## src/rtl/mvg_pkg.sv

```systemverilog
package mvg_pkg;

    // Field widths of the stream payload
    localparam int CMD_W    = 2;
    localparam int INDEX_W  = 12;
    localparam int VALUE_W  = 17;
    localparam int STORED_W = 16;
    localparam int PRES_W   = 17;
    localparam int VOI_W    = 16;

    localparam int IN_TDATA_W  = 48;
    localparam int OUT_TDATA_W = 24;

    // Configuration register widths
    localparam int OFFSET_W = 16;
    localparam int SLOPE_W  = 24;
    localparam int GAIN_W   = 32;
    localparam int CFG_IDX_W  = 3;
    localparam int CFG_DATA_W = 32;

    // Default geometry
    localparam int VOI_DEPTH_DEF     = 4096;
    localparam int DISPLAY_DEPTH_DEF = 1024;
    localparam int FRAC_BITS_DEF     = 16;
    localparam int OUT_FIFO_DEPTH    = 16;

    // Reset values of the configuration registers
    localparam int                  VOI_ENTRIES_RESET   = 4096;
    localparam logic [SLOPE_W-1:0]  INVERSE_SLOPE_RESET = 24'd1;
    localparam logic [GAIN_W-1:0]   VOI_GAIN_RESET      = 32'd65537;

    // Q16 arithmetic
    localparam int                 Q16_SHIFT = 16;
    localparam logic [PRES_W-1:0]  Q16_ONE   = 17'h10000;
    localparam logic [PRES_W-1:0]  Q16_HALF  = 17'h08000;

    typedef enum logic [CMD_W-1:0] {
        CMD_PIXEL   = 2'd0,
        CMD_VOI_WR  = 2'd1,
        CMD_DISP_WR = 2'd2,
        CMD_NONE    = 2'd3
    } cmd_t;

    typedef enum logic [CFG_IDX_W-1:0] {
        REG_RESCALE_OFFSET  = 3'd0,
        REG_INVERSE_SLOPE   = 3'd1,
        REG_VOI_ENTRIES     = 3'd2,
        REG_VOI_GAIN        = 3'd3,
        REG_DISPLAY_ENTRIES = 3'd4
    } cfg_reg_t;

    // One transaction travelling down the pipeline
    typedef struct packed {
        logic               valid;
        cmd_t               cmd;
        logic [INDEX_W-1:0] index;
        logic [VALUE_W-1:0] value;
    } item_t;

    // One finished pixel result
    typedef struct packed {
        logic              valid;
        logic [PRES_W-1:0] value;
    } res_t;

endpackage

```

## src/rtl/mvg_out_fifo.sv

```systemverilog
module mvg_out_fifo
    import mvg_pkg::*;
#(
    parameter int DEPTH = OUT_FIFO_DEPTH
)(
    input  logic                   clk,
    input  logic                   rst_n,
    input  logic                   take_pixel,
    output logic                   room,
    input  res_t                   push,
    output logic                   m_tvalid,
    input  logic                   m_tready,
    output logic [OUT_TDATA_W-1:0] m_tdata
);

    localparam int PW = $clog2(DEPTH);
    localparam int CW = $clog2(DEPTH + 1);

    logic [PRES_W-1:0] entry_reg [DEPTH];
    logic [PW-1:0]     head_reg;
    logic [PW-1:0]     head_next;
    logic [PW-1:0]     tail_reg;
    logic [PW-1:0]     tail_next;
    logic [CW-1:0]     count_reg;
    logic [CW-1:0]     count_next;
    logic [CW-1:0]     credit_reg;
    logic [CW-1:0]     credit_next;
    logic              pop;

    // Credits cover every pixel in the pipeline plus every stored result
    assign room     = credit_reg < CW'(DEPTH);
    assign m_tvalid = count_reg != '0;
    assign m_tdata  = OUT_TDATA_W'(entry_reg[head_reg]);
    assign pop      = m_tvalid && m_tready;

    always_comb
    begin
        head_next   = pop ? ((head_reg == PW'(DEPTH - 1)) ? '0 : head_reg + PW'(1)) : head_reg;
        tail_next   = push.valid ? ((tail_reg == PW'(DEPTH - 1)) ? '0 : tail_reg + PW'(1))
                                 : tail_reg;
        count_next  = count_reg + CW'(push.valid) - CW'(pop);
        credit_next = credit_reg + CW'(take_pixel) - CW'(pop);
    end

    always_ff @(posedge clk or negedge rst_n)
    begin
        if (!rst_n)
        begin
            head_reg   <= '0;
            tail_reg   <= '0;
            count_reg  <= '0;
            credit_reg <= '0;
        end
        else
        begin
            head_reg   <= head_next;
            tail_reg   <= tail_next;
            count_reg  <= count_next;
            credit_reg <= credit_next;
        end
    end

    // Store the result at the tail
    always_ff @(posedge clk)
    begin
        if (push.valid)
        begin
            entry_reg[tail_reg] <= push.value;
        end
    end

    a_push_has_space: assert property (@(posedge clk) disable iff (!rst_n)
        push.valid |-> (count_reg < CW'(DEPTH)))
        else $error("result arrived with the output buffer full");

    a_credit_covers_count: assert property (@(posedge clk) disable iff (!rst_n)
        (credit_reg >= count_reg) && (credit_reg <= CW'(DEPTH)))
        else $error("credit count out of step with buffer fill");

    a_pop_drains: assert property (@(posedge clk) disable iff (!rst_n)
        (pop && !push.valid) |=> (count_reg == $past(count_reg) - CW'(1)))
        else $error("buffer fill did not drop after a lone transaction out");

endmodule
```

## config.mk

```make
export PLATFORM = sky130hd
export DESIGN_NAME = mvg_out_fifo
export DESIGN_NICKNAME = d
export VERILOG_FILES = /design/src/rtl/mvg_pkg.sv /design/src/rtl/mvg_out_fifo.sv
export SDC_FILE = /design/constraint.sdc
export NUM_CORES = 1
export LEC_CHECK = 0
export BUFFER_PORTS_ARGS = -buffer_cell sky130_fd_sc_hd__buf_2
export CAP_MARGIN = 10
export CORE_AREA = 10 10 145 147
export DETAILED_ROUTE_END_ITERATION = 12
export DIE_AREA = 0 0 155 157
export HOLD_SLACK_MARGIN = 0.08
export PLACE_DENSITY = 0.83
export SETUP_SLACK_MARGIN = 0.1
export SYNTH_ARGS = -nofsm -noshare
export SYNTH_HDL_FRONTEND = slang
export SYNTH_SLANG_ARGS = --single-unit
```

## constraint.sdc

```tcl
create_clock -name clk -period 6.1 [get_ports clk]
set_input_delay 0.61 -clock clk [delete_from_list [all_inputs] [get_ports clk]]
set_output_delay 0.61 -clock clk [all_outputs]
set_load 0.1 [all_outputs]
```

### Yosys cells after proc, flatten, opt, wreduce, memory -nomap -nowiden

Memories as Yosys holds them, arrays and structs flattened.
Cells that the tools add are included.

| cells by class | value |
|---|---|
| reductions and logical operators | 2 |
| equal/unequal tests | 2 |
| $lt $le $gt $ge | 1 |
| muxes and demuxes | 4 |
| add/subtract/negate cells | 6 |

Operators with widths:

| cell | number |
|---|---|
| adder 5 x 1 -> 5 bit | 2 |
| subtractor 5 x 1 -> 5 bit | 2 |
| adder 4 x 1 -> 4 bit (second input constant) | 2 |
| == test 4 bit (second input constant) | 2 |
| two-way mux 4 bit | 2 |
| less-than comparator 5 bit (second input constant) | 1 |
| nonzero test 5 bit | 1 |
| two-way mux 1 bit | 2 |
| logical AND 1 bit | 1 |

| word-level totals | value |
|---|---|
| logic and storage cells | 20 |
| memories kept | 1 |
| RAM bits | 272 |
| output and inout bits | 26 |
| bits in registers | 18 |
| input bits | 22 |

Memories:

| memory | words | width | rd ports | clocked after memory_dff | wr ports | line | text |
|---|---|---|---|---|---|---|---|
| entry_reg | 16 | 17 | 1 | 0 | 1 | mvg_out_fifo.sv:19 | `logic [PRES_W-1:0] entry_reg [DEPTH];` |

### Depth between registers and ports, before layout

Gate-level depths: netlist (run 1).

| logic depth | value |
|---|---|
| depth after elaboration | 3 |
| depth in mapped cells | 14 |
| gate-level depth less buffers | 13 |

### Least setup slack after synthesis (run 1)

OpenSTA, ideal clock, no wires.

| timing | value |
|---|---|
| path kind | register -> output |
| start | reg head_reg[1] |
| end | out m_tdata[0] |
| data required time | 5.490 ns |
| data arrival time | 3.233 ns |
| buffers on the path | 2 |
| stages on the path, launching flop included | 7 |
| path slack | 2.257 ns |
| cells stage by stage | dfrtp_1 -> buf_2 -> buf_2 -> mux2i_1 -> a22oi_1 -> mux2i_1 -> o21ai_0 |

| on the way | value |
|---|---|
| word-level cells in the longest chain between the ends | 1 |

RTL lines:

| what | line | text |
|---|---|---|
| start, declared | mvg_out_fifo.sv:20 | `logic [PW-1:0] head_reg;` |
| start signal, assigned | mvg_out_fifo.sv:56 | `head_reg <= head_next;` |
| memory (16 x 17 bit) | n/a |  |
| end, declared | mvg_out_fifo.sv:13 | `output logic [OUT_TDATA_W-1:0] m_tdata` |

No other way between the ends.

### Worst setup path in the final report (run 1)

| timing | value |
|---|---|
| start | reg head_reg[1] |
| end | out m_tdata[12] |

The elaborated chain is that of the path after synthesis.

==> reports/results.tsv, run 1 <==
stage	metric	value	unit
outcome	status	completed	
worst_setup_path	endpoint_kind	output pin	
cells_and_area	final_common_cell	edfxtp_1	
grt	grt_max_degree	60	
timing	hold_viol_final	0	
cells_and_area	nets	688	
die	ioPinCount	48	
synth	syn_area	0.0116	mm²
detailed_routing	first_iter_violations	600	
worst_setup_path	worstPathMaxFanout	59	
cells_and_area	area_growth	12.5	%
synth	syn_avg_cell_area	19.7	µm²
synth	syn_inst	590	
grt	grt_pass1_vias	6272	
synth	ys_warn_count	0	
detailed_routing	routed_wl	24.3	mm
die	start_util	63.5	%
synth	ys_seq_area_share	74.1	%
worst_setup_path	cp.required	5.49	ns
synth	synth_edf_count	272	
grt	overflow	0	
detailed_routing	drc	0	
timing	skew	0.00769	ns
synth	async_flop_share	6.21	%
die	core	0.0183	mm²
clock_tree	htreeDepth	1	
die	rows	50	
worst_setup_path	worstPathArrival	3.39	ns
clock_tree	clkTransAtPathRegs	0.06	ns
power_and_ir_drop	power.density	542	mW/mm²
cells_and_area	multi_input_area	0.00276	mm²
timing	period_minus_slack	4.00	ns
power_and_ir_drop	swShare	39.4	%
placed_design	place_inst	849	
placed_design	place_congestion	0.744	
clock_tree	cts_buffer_depth	3	
timing	clock.fmax	250	MHz
detailed_routing	antenna_left	0	
hold_path	hold_path.class	input pin to flip-flop	
cells_and_area	n_fill_cell	1028	
timing	max_slew.worst_pin.slew	1.30	ns
timing	fin_hold_ws	0.339	ns
power_and_ir_drop	finalPower	7.10	mW
detailed_routing	wl_per_cell	26.9	µm
synth	synth-seq-cells	290	
timing	rsz0062_at_grt	false	
detailed_routing	dr.pass1.iters	5	
power_and_ir_drop	power.share.sequential	37.6	%
power_and_ir_drop	leakage	4.51	nW
clock_tree	cts.sinks	290	
clock_tree	ctsHoldBuffers	1	
grt	antenna_found_initial	0	
grt	grt_pass1_wl	37.3	mm
power_and_ir_drop	ir_drop	0.000398	V
clock_tree	cts_tree	built	
timing	setup_viol	0	
power_and_ir_drop	p_switching	2.80	mW
power_and_ir_drop	p_clk_share	24.7	%
timing	final.period_utilization	65.7	%
clock_tree	cts_resized	0	
cells_and_area	largest_reg_flops	272	
cells_and_area	seq_area	0.00863	mm²
die	die_x	155	µm
timing	max_slew_margin	13.4	%
placed_design	dp_hpwl	13.5	mm
timing	setup_tns	0	ns
worst_setup_path	start_kind	flip-flop	
run	cap_violations	0	
cells_and_area	layout_common_cells	272 x edfxtp_1, 51 x mux2i_1, 43 x mux4_2	
cells_and_area	antennaDiodeCount	0	
synth	ys_types	35	
cells_and_area	drive_gt1_share	24.2	%
power_and_ir_drop	power_frac_comb	37.7	%
detailed_routing	vias	5914	
detailed_routing	viasPerCell	6.54	
synth	ys.flop_type	edfxtp_1	
timing	drv_slew	0	
die	die_h	157	µm
cells_and_area	instances_no_fill	904	
clock_tree	clkLatencyLatePin	0.53	ns
die	dieArea	0.0243	mm²
clock_tree	cts_setup_buffers	0	
power_and_ir_drop	internal-power	4.30	mW
grt	gr-usage-all-layers	20.0	%
clock_tree	root_buffer	clkbuf_16	
worst_setup_path	path_class	flip-flop to output pin	
placed_design	io_buffers	40	
clock_tree	cts_buffers	28	
-- layout make-up --
cell class                      instances  share of cell area (%)
Clock buffer                           34                    5.69
Clock inverter                         18                    1.53
Inverter                               22                   0.631
Multi-Input combinational cell        247                    21.1
Sequential cell                       290                    65.9
Tap cell                              234                    2.24
Timing Repair Buffer                   59                    2.94
-- routing by layer --
| metal | wire length, µm | global-route usage, % |
|---|---|---|
| met5 | 0 | 0 |
| met4 | 612 | 6.25 |
| met1 | 9090 | 25.9 |
| met2 | 12500 | 33.7 |
| met3 | 2150 | 3.88 |
-- synthesized netlist by cell type (3+ instances only) --
cell type    n  area, µm²
xnor2_1      9       78.8
buf_2       14       70.1
inv_1       22       82.6
a21o_1       3       22.5
nand2_1     11       41.3
edfxtp_1   272       8170
a32oi_1     17        149
o21ai_1     12       60.1
mux2i_1     51        510
ha_1        16        200
nor2_1      16       60.1
nand2b_1     5       31.3
o21ai_0      9       45.0
mux4_2      43        968
a22oi_1     17        128
dfrtp_1     18        450
clkbuf_1     9       33.8
a21oi_1      6       30.0
buf_6        6       67.6
mux4_1       8        210
buf_4        7       52.6
-- kinds of logic after synthesis --
group                      Yosys count  synth area share [%]
muxes                              104                  14.8
xor gates and xnor gates            11                 0.828
DFF                                290                  74.1
adders and majority gates           18                  2.06
other                                1                0.0322
AOI/OAI and AO/OA                   67                  3.91
and+or+nand+nor                     40                  1.62
buffers and inverters               59                  2.68
-- power groups by stage --
stage,clock network (mW),registers (mW),logic [mW]
CTS,1.77,2.68,2.68
finish,1.76,2.67,2.68
floorplan,0,2.52,2.29
detailed placement,0,2.71,2.65
global route,1.85,2.70,2.82
global placement,0,2.69,2.58
-- final timing paths --
kind | start | to | slack, ns | cells after the start
setup / recovery | head_reg[1]$_DFFE_PN0P_ | m_tdata[12] | 2.10 | 6
hold reg to reg | count_reg[3]$_DFF_PN0_ | count_reg[4]$_DFF_PN0_ | 0.60 | 2
min in group asynchronous | rst_n | credit_reg[2]$_DFF_PN0_ | 0.56 | 2
setup reg to reg | count_reg[3]$_DFF_PN0_ | credit_reg[4]$_DFF_PN0_ | 3.33 | 13
max in group asynchronous | rst_n | head_reg[0]$_DFFE_PN0P_ | 5.21 | 2
hold / removal | take_pixel | credit_reg[0]$_DFF_PN0_ | 0.34 | 2
-- through the flow --
stage | utilization [%] | setup WS (ns) | cell area, µm²
final | 71.4 | 2.10 | 13100
after global routing | 71.4 | 1.91 | 13100
after CTS | 71.1 | 2.08 | 13000
after detailed placement | 65.9 | 2.69 | 12100
after global placement | 65.9 | 2.79 | 12100
after floorplan | - | 2.26 | 11700
-- critical path: stages, from the launching register on --
cell and delay, ns:
dfrtp_4 1.03, buf_4 0.56, mux2i_1 0.14, a22oi_1 0.27, mux2i_1 0.15, o21ai_1 0.20, buf_2 0.47
Power figures use the tool's default switching activity.
==> inputs of run 2 (changes only) <==
- CORE_AREA: 10 10 145 147 -> 10 10 157 159
- DIE_AREA: 0 0 155 157 -> 0 0 167 169
- PLACE_DENSITY: 0.83 -> 0.74
- clock period: 6.1 -> 3.6 ns (I/O delays scaled with it)
==> run 2 against run 1 <==
Wire length down 1.6%. Critical path depth unchanged. Global-route usage is 3.1 points lower. Final cell count increased by 5.9%. Sequential share of layout area down 0.58 points. Setup slack worse by 1.9 ns. Hold slack lost 0.20 ns. Clock power rose by 72%. Cell area grew 0.90%. Non-clock buffer count rose by 5. Clock-buffer cell count is 3 higher. Die area increased by 16%. Critical path type unchanged. Critical endpoint is now m_tdata[0].
==> reports/results.tsv, run 2 (synthesized netlist as in run 1, its figures left out) <==
stage	metric	value	unit	change
grt	grt_pass1_wl	37.0	mm	-0.72%
timing	rsz0062_at_grt	false		
worst_setup_path	r2r_end	count_reg[4]$_DFF_PN0_		
worst_setup_path	path_class	flip-flop to output pin		
placed_design	dpl_cell_area	0.0122	mm²	+1.1%
cells_and_area	drive_gt1_share	25.1	%	+0.93 points
detailed_routing	dr.pass1.iters	5		unchanged
grt	grt_max_degree	50		-17%
worst_setup_path	worstPathMaxFanout	49		-17%
grt	overflow	0		unchanged
cells_and_area	antennaDiodeCount	0		unchanged
run	cap_violations	0		unchanged
timing	max_slew_margin	41.9	%	+28 points
worst_setup_path	rr_startpoint	count_reg[3]$_DFF_PN0_		
detailed_routing	drc	0		unchanged
cells_and_area	area_growth	13.6	%	
clock_tree	clkLatencyLatePin	0.54	ns	about the same
outcome	status	completed		
cells_and_area	final_common_cell	edfxtp_1		
detailed_routing	wl_per_cell	25.0	µm	-7.0%
clock_tree	cts_buffers	29		+3.6%
clock_tree	clkTransAtPathRegs	0.06	ns	about the same
placed_design	io_buffers	40		unchanged
worst_setup_path	worstPathArrival	3.02	ns	-0.37 ns
clock_tree	cts_buffer_depth	3		unchanged
detailed_routing	highest_layer	met4		
die	die_h	169	µm	+7.6%
die	core	0.0216	mm²	+18%
hold_path	hold_depth	3		+1
die	ioPinCount	48		unchanged
placed_design	place_inst	901		+6.1%
die	rows	54		+8.0%
worst_setup_path	cp.required	3.24	ns	-2.25 ns
timing	final.period_utilization	93.8	%	
hold_path	hold_end	head_reg[3]$_DFFE_PN0P_		
clock_tree	root_buffer	clkbuf_16		
cells_and_area	nets	694		+0.87%
cells_and_area	stdcell_area	0.0132	mm²	+0.90%
timing	drv_slew	0		unchanged
worst_setup_path	rr_worst_depth	13		unchanged
clock_tree	cts_setup_buffers	0		unchanged
clock_tree	cts_tree	built		
die	start_util	54.0	%	-9.5 points
worst_setup_path	endpoint_kind	output pin		
cells_and_area	largest_reg_flops	272		unchanged
hold_path	hp-start	m_tready		
grt	antenna_found_initial	0		unchanged
timing	skew	0.00686	ns	-0.000827 ns
clock_tree	htreeDepth	1		unchanged
timing	setup_tns	0	ns	unchanged
detailed_routing	routed_wl	24.0	mm	-1.6%
cells_and_area	instances_no_fill	957		+5.9%
worst_setup_path	start_kind	flip-flop		
timing	fin_hold_ws	0.139	ns	-0.200 ns
die	die_x	167	µm	+7.7%
die	dieArea	0.0282	mm²	+16%
placed_design	dp_hpwl	13.7	mm	+1.7%
timing	clock.fmax	296	MHz	
power_and_ir_drop	power.density	919	mW/mm²	+69%
placed_design	place_congestion	0.769		+3.3%
detailed_routing	wl_met2	12.5	mm	+0.33%
detailed_routing	wl_met1	9.41	mm	+3.5%
timing	hold_viol_final	0		unchanged
power_and_ir_drop	ir_drop	0.000701	V	+76%
grt	grt_pass1_vias	6203		-1.1%
cells_and_area	layout_common_cells	272 x edfxtp_1, 51 x mux2i_1, 43 x mux4_2		
detailed_routing	viasPerCell	6.02		-8.0%
detailed_routing	met3_length	1.48	mm	-31%
timing	max_slew.worst_pin.slew	0.871	ns	-0.427 ns
timing	setup_viol	0		unchanged
detailed_routing	first_iter_violations	537		-11%
timing	period_minus_slack	3.38	ns	
detailed_routing	vias	5758		-2.6%
clock_tree	cts.sinks	290		unchanged
worst_setup_path	reg2reg_slack	0.80	ns	-2.53 ns
grt	gr-usage-all-layers	16.9	%	-3.1 points
hold_path	hold_path.class	input pin to flip-flop		
detailed_routing	antenna_left	0		unchanged
power_and_ir_drop	leakage	4.55	nW	+0.80%
==> run 2: cell types whose count changed in the layout (fill, tap and decap cells not counted), moves of 3 or more <==
cell,before,now
buf_4,16,20
o21ai_1,12,17
clkbuf_8,0,3
o21ai_0,9,4
==> run 2: per-stage QoR <==
step	setup slack, ns	util (%)	power [mW]
4_1_cts	0.123	61.3	12.2
2_1_floorplan	0.652	-	8.16
6_report	0.222	61.3	12.1
3_5_place_dp	0.761	56.7	9.20
5_1_grt	0.113	61.3	12.6
3_3_place_gp	0.807	56.7	9.05
==> run 2: final cells by class <==
class	instances	area (µm²)
sequential	290	8630
multi-input combinational	247	2770
fill	1469	8340
timing repair buffer	64	410
clock buffer	37	786
inverter	22	82.6
tap	280	350
clock inverter	17	188
==> run 2: timing repair <==
action,4_1_cts,5_1_grt
setup endpoints to repair,0,5
endpoints found under the hold margin,19,0
gates resized for setup,0,2
hold buffers,2,0
==> run 2: worst max-delay path: stages (launching register included) <==
cell     delay (ns)
dfrtp_4        0.95
buf_12         0.30
mux2i_1        0.11
a22oi_1        0.30
mux2i_1        0.13
o21ai_1        0.17
buf_2          0.46
==> run 2: worst max-delay path by stage <==
stage	start	end	slack (ns)	cells past startpoint
finish	head_reg[1]$_DFFE_PN0P_	m_tdata[0]	0.22	6
global placement	head_reg[0]$_DFFE_PN0P_	m_tdata[9]	0.81	5
CTS	head_reg[0]$_DFFE_PN0P_	m_tdata[12]	0.12	5
floorplan	head_reg[2]$_DFFE_PN0P_	m_tdata[15]	0.65	7
detailed placement	head_reg[0]$_DFFE_PN0P_	m_tdata[14]	0.76	5
global route	head_reg[1]$_DFFE_PN0P_	m_tdata[4]	0.11	6
==> run 2: per-layer routing <==
metal  vias to the layer above  track usage [%]
met3                        34             2.22
met5                         -                0
met2                       205             29.9
met1                      3026             21.1
met4                         0             5.38
li1                       2493                -
==> run 2: power by group <==
part / internal [mW] / switching [mW] / leakage [nW]
sequential: 4.11 / 0.390 / 2.67
combinational: 1.46 / 3.16 / 1.41
clock: 1.82 / 1.19 / 0.475
total: 7.39 / 4.75 / 4.55
==> inputs of run 3 (changes only) <==
- BUFFER_PORTS_ARGS: -buffer_cell sky130_fd_sc_hd__buf_2 -> default
- CORE_AREA: 10 10 157 159 -> 10 10 154 156
- DIE_AREA: 0 0 167 169 -> 0 0 164 166
- DONT_BUFFER_PORTS: default -> 1
- PLACE_DENSITY: 0.74 -> 0.75
==> run 3 against run 2 <==
Critical path depth unchanged. Setup slack improved by 0.11 ns. Via count decreased by 0.92%. Sequential share of layout area decreased by 0.76 points. Sequential cell count unchanged. Largest power group unchanged. Critical endpoint is now m_tdata[9]. Wire length decreased by 3.2%. Core utilization increased by 3.3 points. Die area decreased by 3.5%. Largest cell class unchanged. Sequential power decreased by 2%. Clock power decreased by 3%. Critical path type unchanged. Global-route usage increased by 0.26 points.
==> reports/results.tsv, run 3 (synthesized netlist as in run 1, its figures left out) <==
stage	metric	value	unit	change
clock_tree	cts_buffers	29		unchanged
cells_and_area	area_growth	14.9	%	
clock_tree	cts_setup_buffers	0		unchanged
timing	final.period_utilization	90.7	%	-3.2 points
clock_tree	clkLatencyLatePin	0.54	ns	about the same
detailed_routing	drc	0		unchanged
clock_tree	root_buffer	clkbuf_16		
cells_and_area	multi_input_area	0.00283	mm²	+2.2%
timing	period_minus_slack	3.26	ns	-0.114 ns
cells_and_area	layout_common_cells	272 x edfxtp_1, 51 x mux2i_1, 43 x mux4_2		
timing	hold_viol_final	0		unchanged
detailed_routing	viasPerCell	6.00		-0.30%
die	core	0.0207	mm²	-4.0%
cells_and_area	largest_reg_flops	272		unchanged
timing	setup_viol	0		unchanged
cells_and_area	nets	692		-0.29%
power_and_ir_drop	ir_drop	0.000648	V	-7.6%
cells_and_area	drive_gt1_share	24.3	%	-0.81 points
hold_path	hold_path.class	input pin to flip-flop		
clock_tree	cts.sinks	290		unchanged
cells_and_area	final_common_cell	edfxtp_1		
die	dieArea	0.0272	mm²	-3.5%
power_and_ir_drop	finalPower	12.2	mW	+0.87%
timing	drv_slew	0		unchanged
clock_tree	cts_tree	built		
die	start_util	56.2	%	+2.3 points
grt	overflow	0		unchanged
die	rows	53		-1.9%
timing	rsz0062_at_grt	false		
power_and_ir_drop	power.density	916	mW/mm²	-0.31%
grt	grt_pass1_wl	35.8	mm	-3.2%
grt	gr-usage-all-layers	17.2	%	+0.26 points
cells_and_area	n_fill_cell	1372		-6.6%
outcome	status	completed		
placed_design	dp_hpwl	13.5	mm	-1.9%
power_and_ir_drop	leakage	4.57	nW	+0.49%
detailed_routing	wl_per_cell	24.4	µm	-2.6%
grt	grt_pass1_vias	6024		-2.9%
clock_tree	clkTransAtPathRegs	0.06	ns	about the same
worst_setup_path	worstPathArrival	2.90	ns	-0.12 ns
grt	antenna_found_initial	1		+1
detailed_routing	routed_wl	23.2	mm	-3.2%
worst_setup_path	start_kind	flip-flop		
detailed_routing	vias	5705		-0.92%
timing	max_slew_margin	44.8	%	+2.9 points
detailed_routing	antenna_left	0		unchanged
timing	skew	0.0150	ns	+0.00817 ns
worst_setup_path	cp.required	3.24	ns	about the same
placed_design	place_ws	0.596	ns	-0.166 ns
timing	clock.fmax	306	MHz	+3.5%
detailed_routing	first_iter_violations	479		-11%
timing	fin_ws	0.335	ns	+0.114 ns
timing	max_slew.worst_pin.slew	0.827	ns	-0.0433 ns
run	cap_violations	0		unchanged
clock_tree	htreeDepth	1		unchanged
cells_and_area	seq_area	0.00863	mm²	unchanged
placed_design	place_congestion	0.744		-3.2%
grt	grt_max_degree	40		-20%
worst_setup_path	worstPathMaxFanout	23		-53%
worst_setup_path	endpoint_kind	output pin		
die	die_h	166	µm	-1.8%
die	die_x	164	µm	-1.8%
detailed_routing	dr.pass1.iters	5		unchanged
placed_design	io_buffers	0		-100%
clock_tree	cts_buffer_depth	3		unchanged
die	ioPinCount	48		unchanged
worst_setup_path	path_class	flip-flop to output pin		
timing	setup_tns	0	ns	unchanged
run 3: cell count changes in the layout (fill, tap and decap cells not counted), sizes merged:
cell / delta
buf: -21
bufinv: -1
clkbuf: +1
clkinv: -1
diode: +1
dlygate4sd3: +19
inv: +1
run 3: worst max-delay path: stages (launching register included):
cell and delay (ns):
dfrtp_4 0.69, and2_1 0.69, buf_4 0.26, a22oi_1 0.12, a32oi_1 0.26, o21ai_2 0.09
buf_4 0.26
run 3: where the power goes:
part	switching (mW)	internal [mW]	leakage (nW)
clock network	1.18	1.74	0.461
logic	3.27	1.63	1.44
registers	0.320	4.11	2.67
run 3: final timing paths:
path	depth (start not counted)	to	slack (ns)	startpoint
hold / removal	3	head_reg[2]$_DFFE_PN0P_	0.15	m_tready
max in group asynchronous	1	head_reg[1]$_DFFE_PN0P_	2.65	rst_n
setup reg to reg	13	count_reg[4]$_DFF_PN0_	0.58	count_reg[3]$_DFF_PN0_
hold reg to reg	2	credit_reg[4]$_DFF_PN0_	0.62	credit_reg[3]$_DFF_PN0_
setup / recovery	6	m_tdata[9]	0.34	head_reg[0]$_DFFE_PN0P_
min in group asynchronous	1	count_reg[1]$_DFF_PN0_	0.36	rst_n
run 3: layout make-up:
class	count	area share [%]
clock inverter	16	1.20
tap	275	2.57
timing repair buffer	62	4.06
clock buffer	38	5.83
multi-input combinational	247	21.2
sequential	290	64.5
antenna	1	0.0187
inverter	22	0.618
run 3: routing by layer:
metal / vias up / track usage (%) / part of all wire [%]
met5: - / 0 / 0
met4: 0 / 4.94 / 1.9
met2: 193 / 29.3 / 52
li1: 2500 / - / -
met1: 2976 / 21.9 / 39
met3: 36 / 3.20 / 6.4
run 3: repair_timing:
action	CTS	global route
hold endpoints to repair	297	0
resized for setup	0	0
hold buffers	21	0
run 3: metrics by stage:
step           instance area (µm²)  hold WS (ns)  util [%]  instances
2_1_floorplan                11700        0.0644         -        596
3_3_place_gp                 12200        0.0652      59.0        875
3_5_place_dp                 12200        0.0650      59.0        875
4_1_cts                      13400         0.133      64.6        950
5_1_grt                      13400         0.139      64.6        951
6_report                     13400         0.149      64.6        951
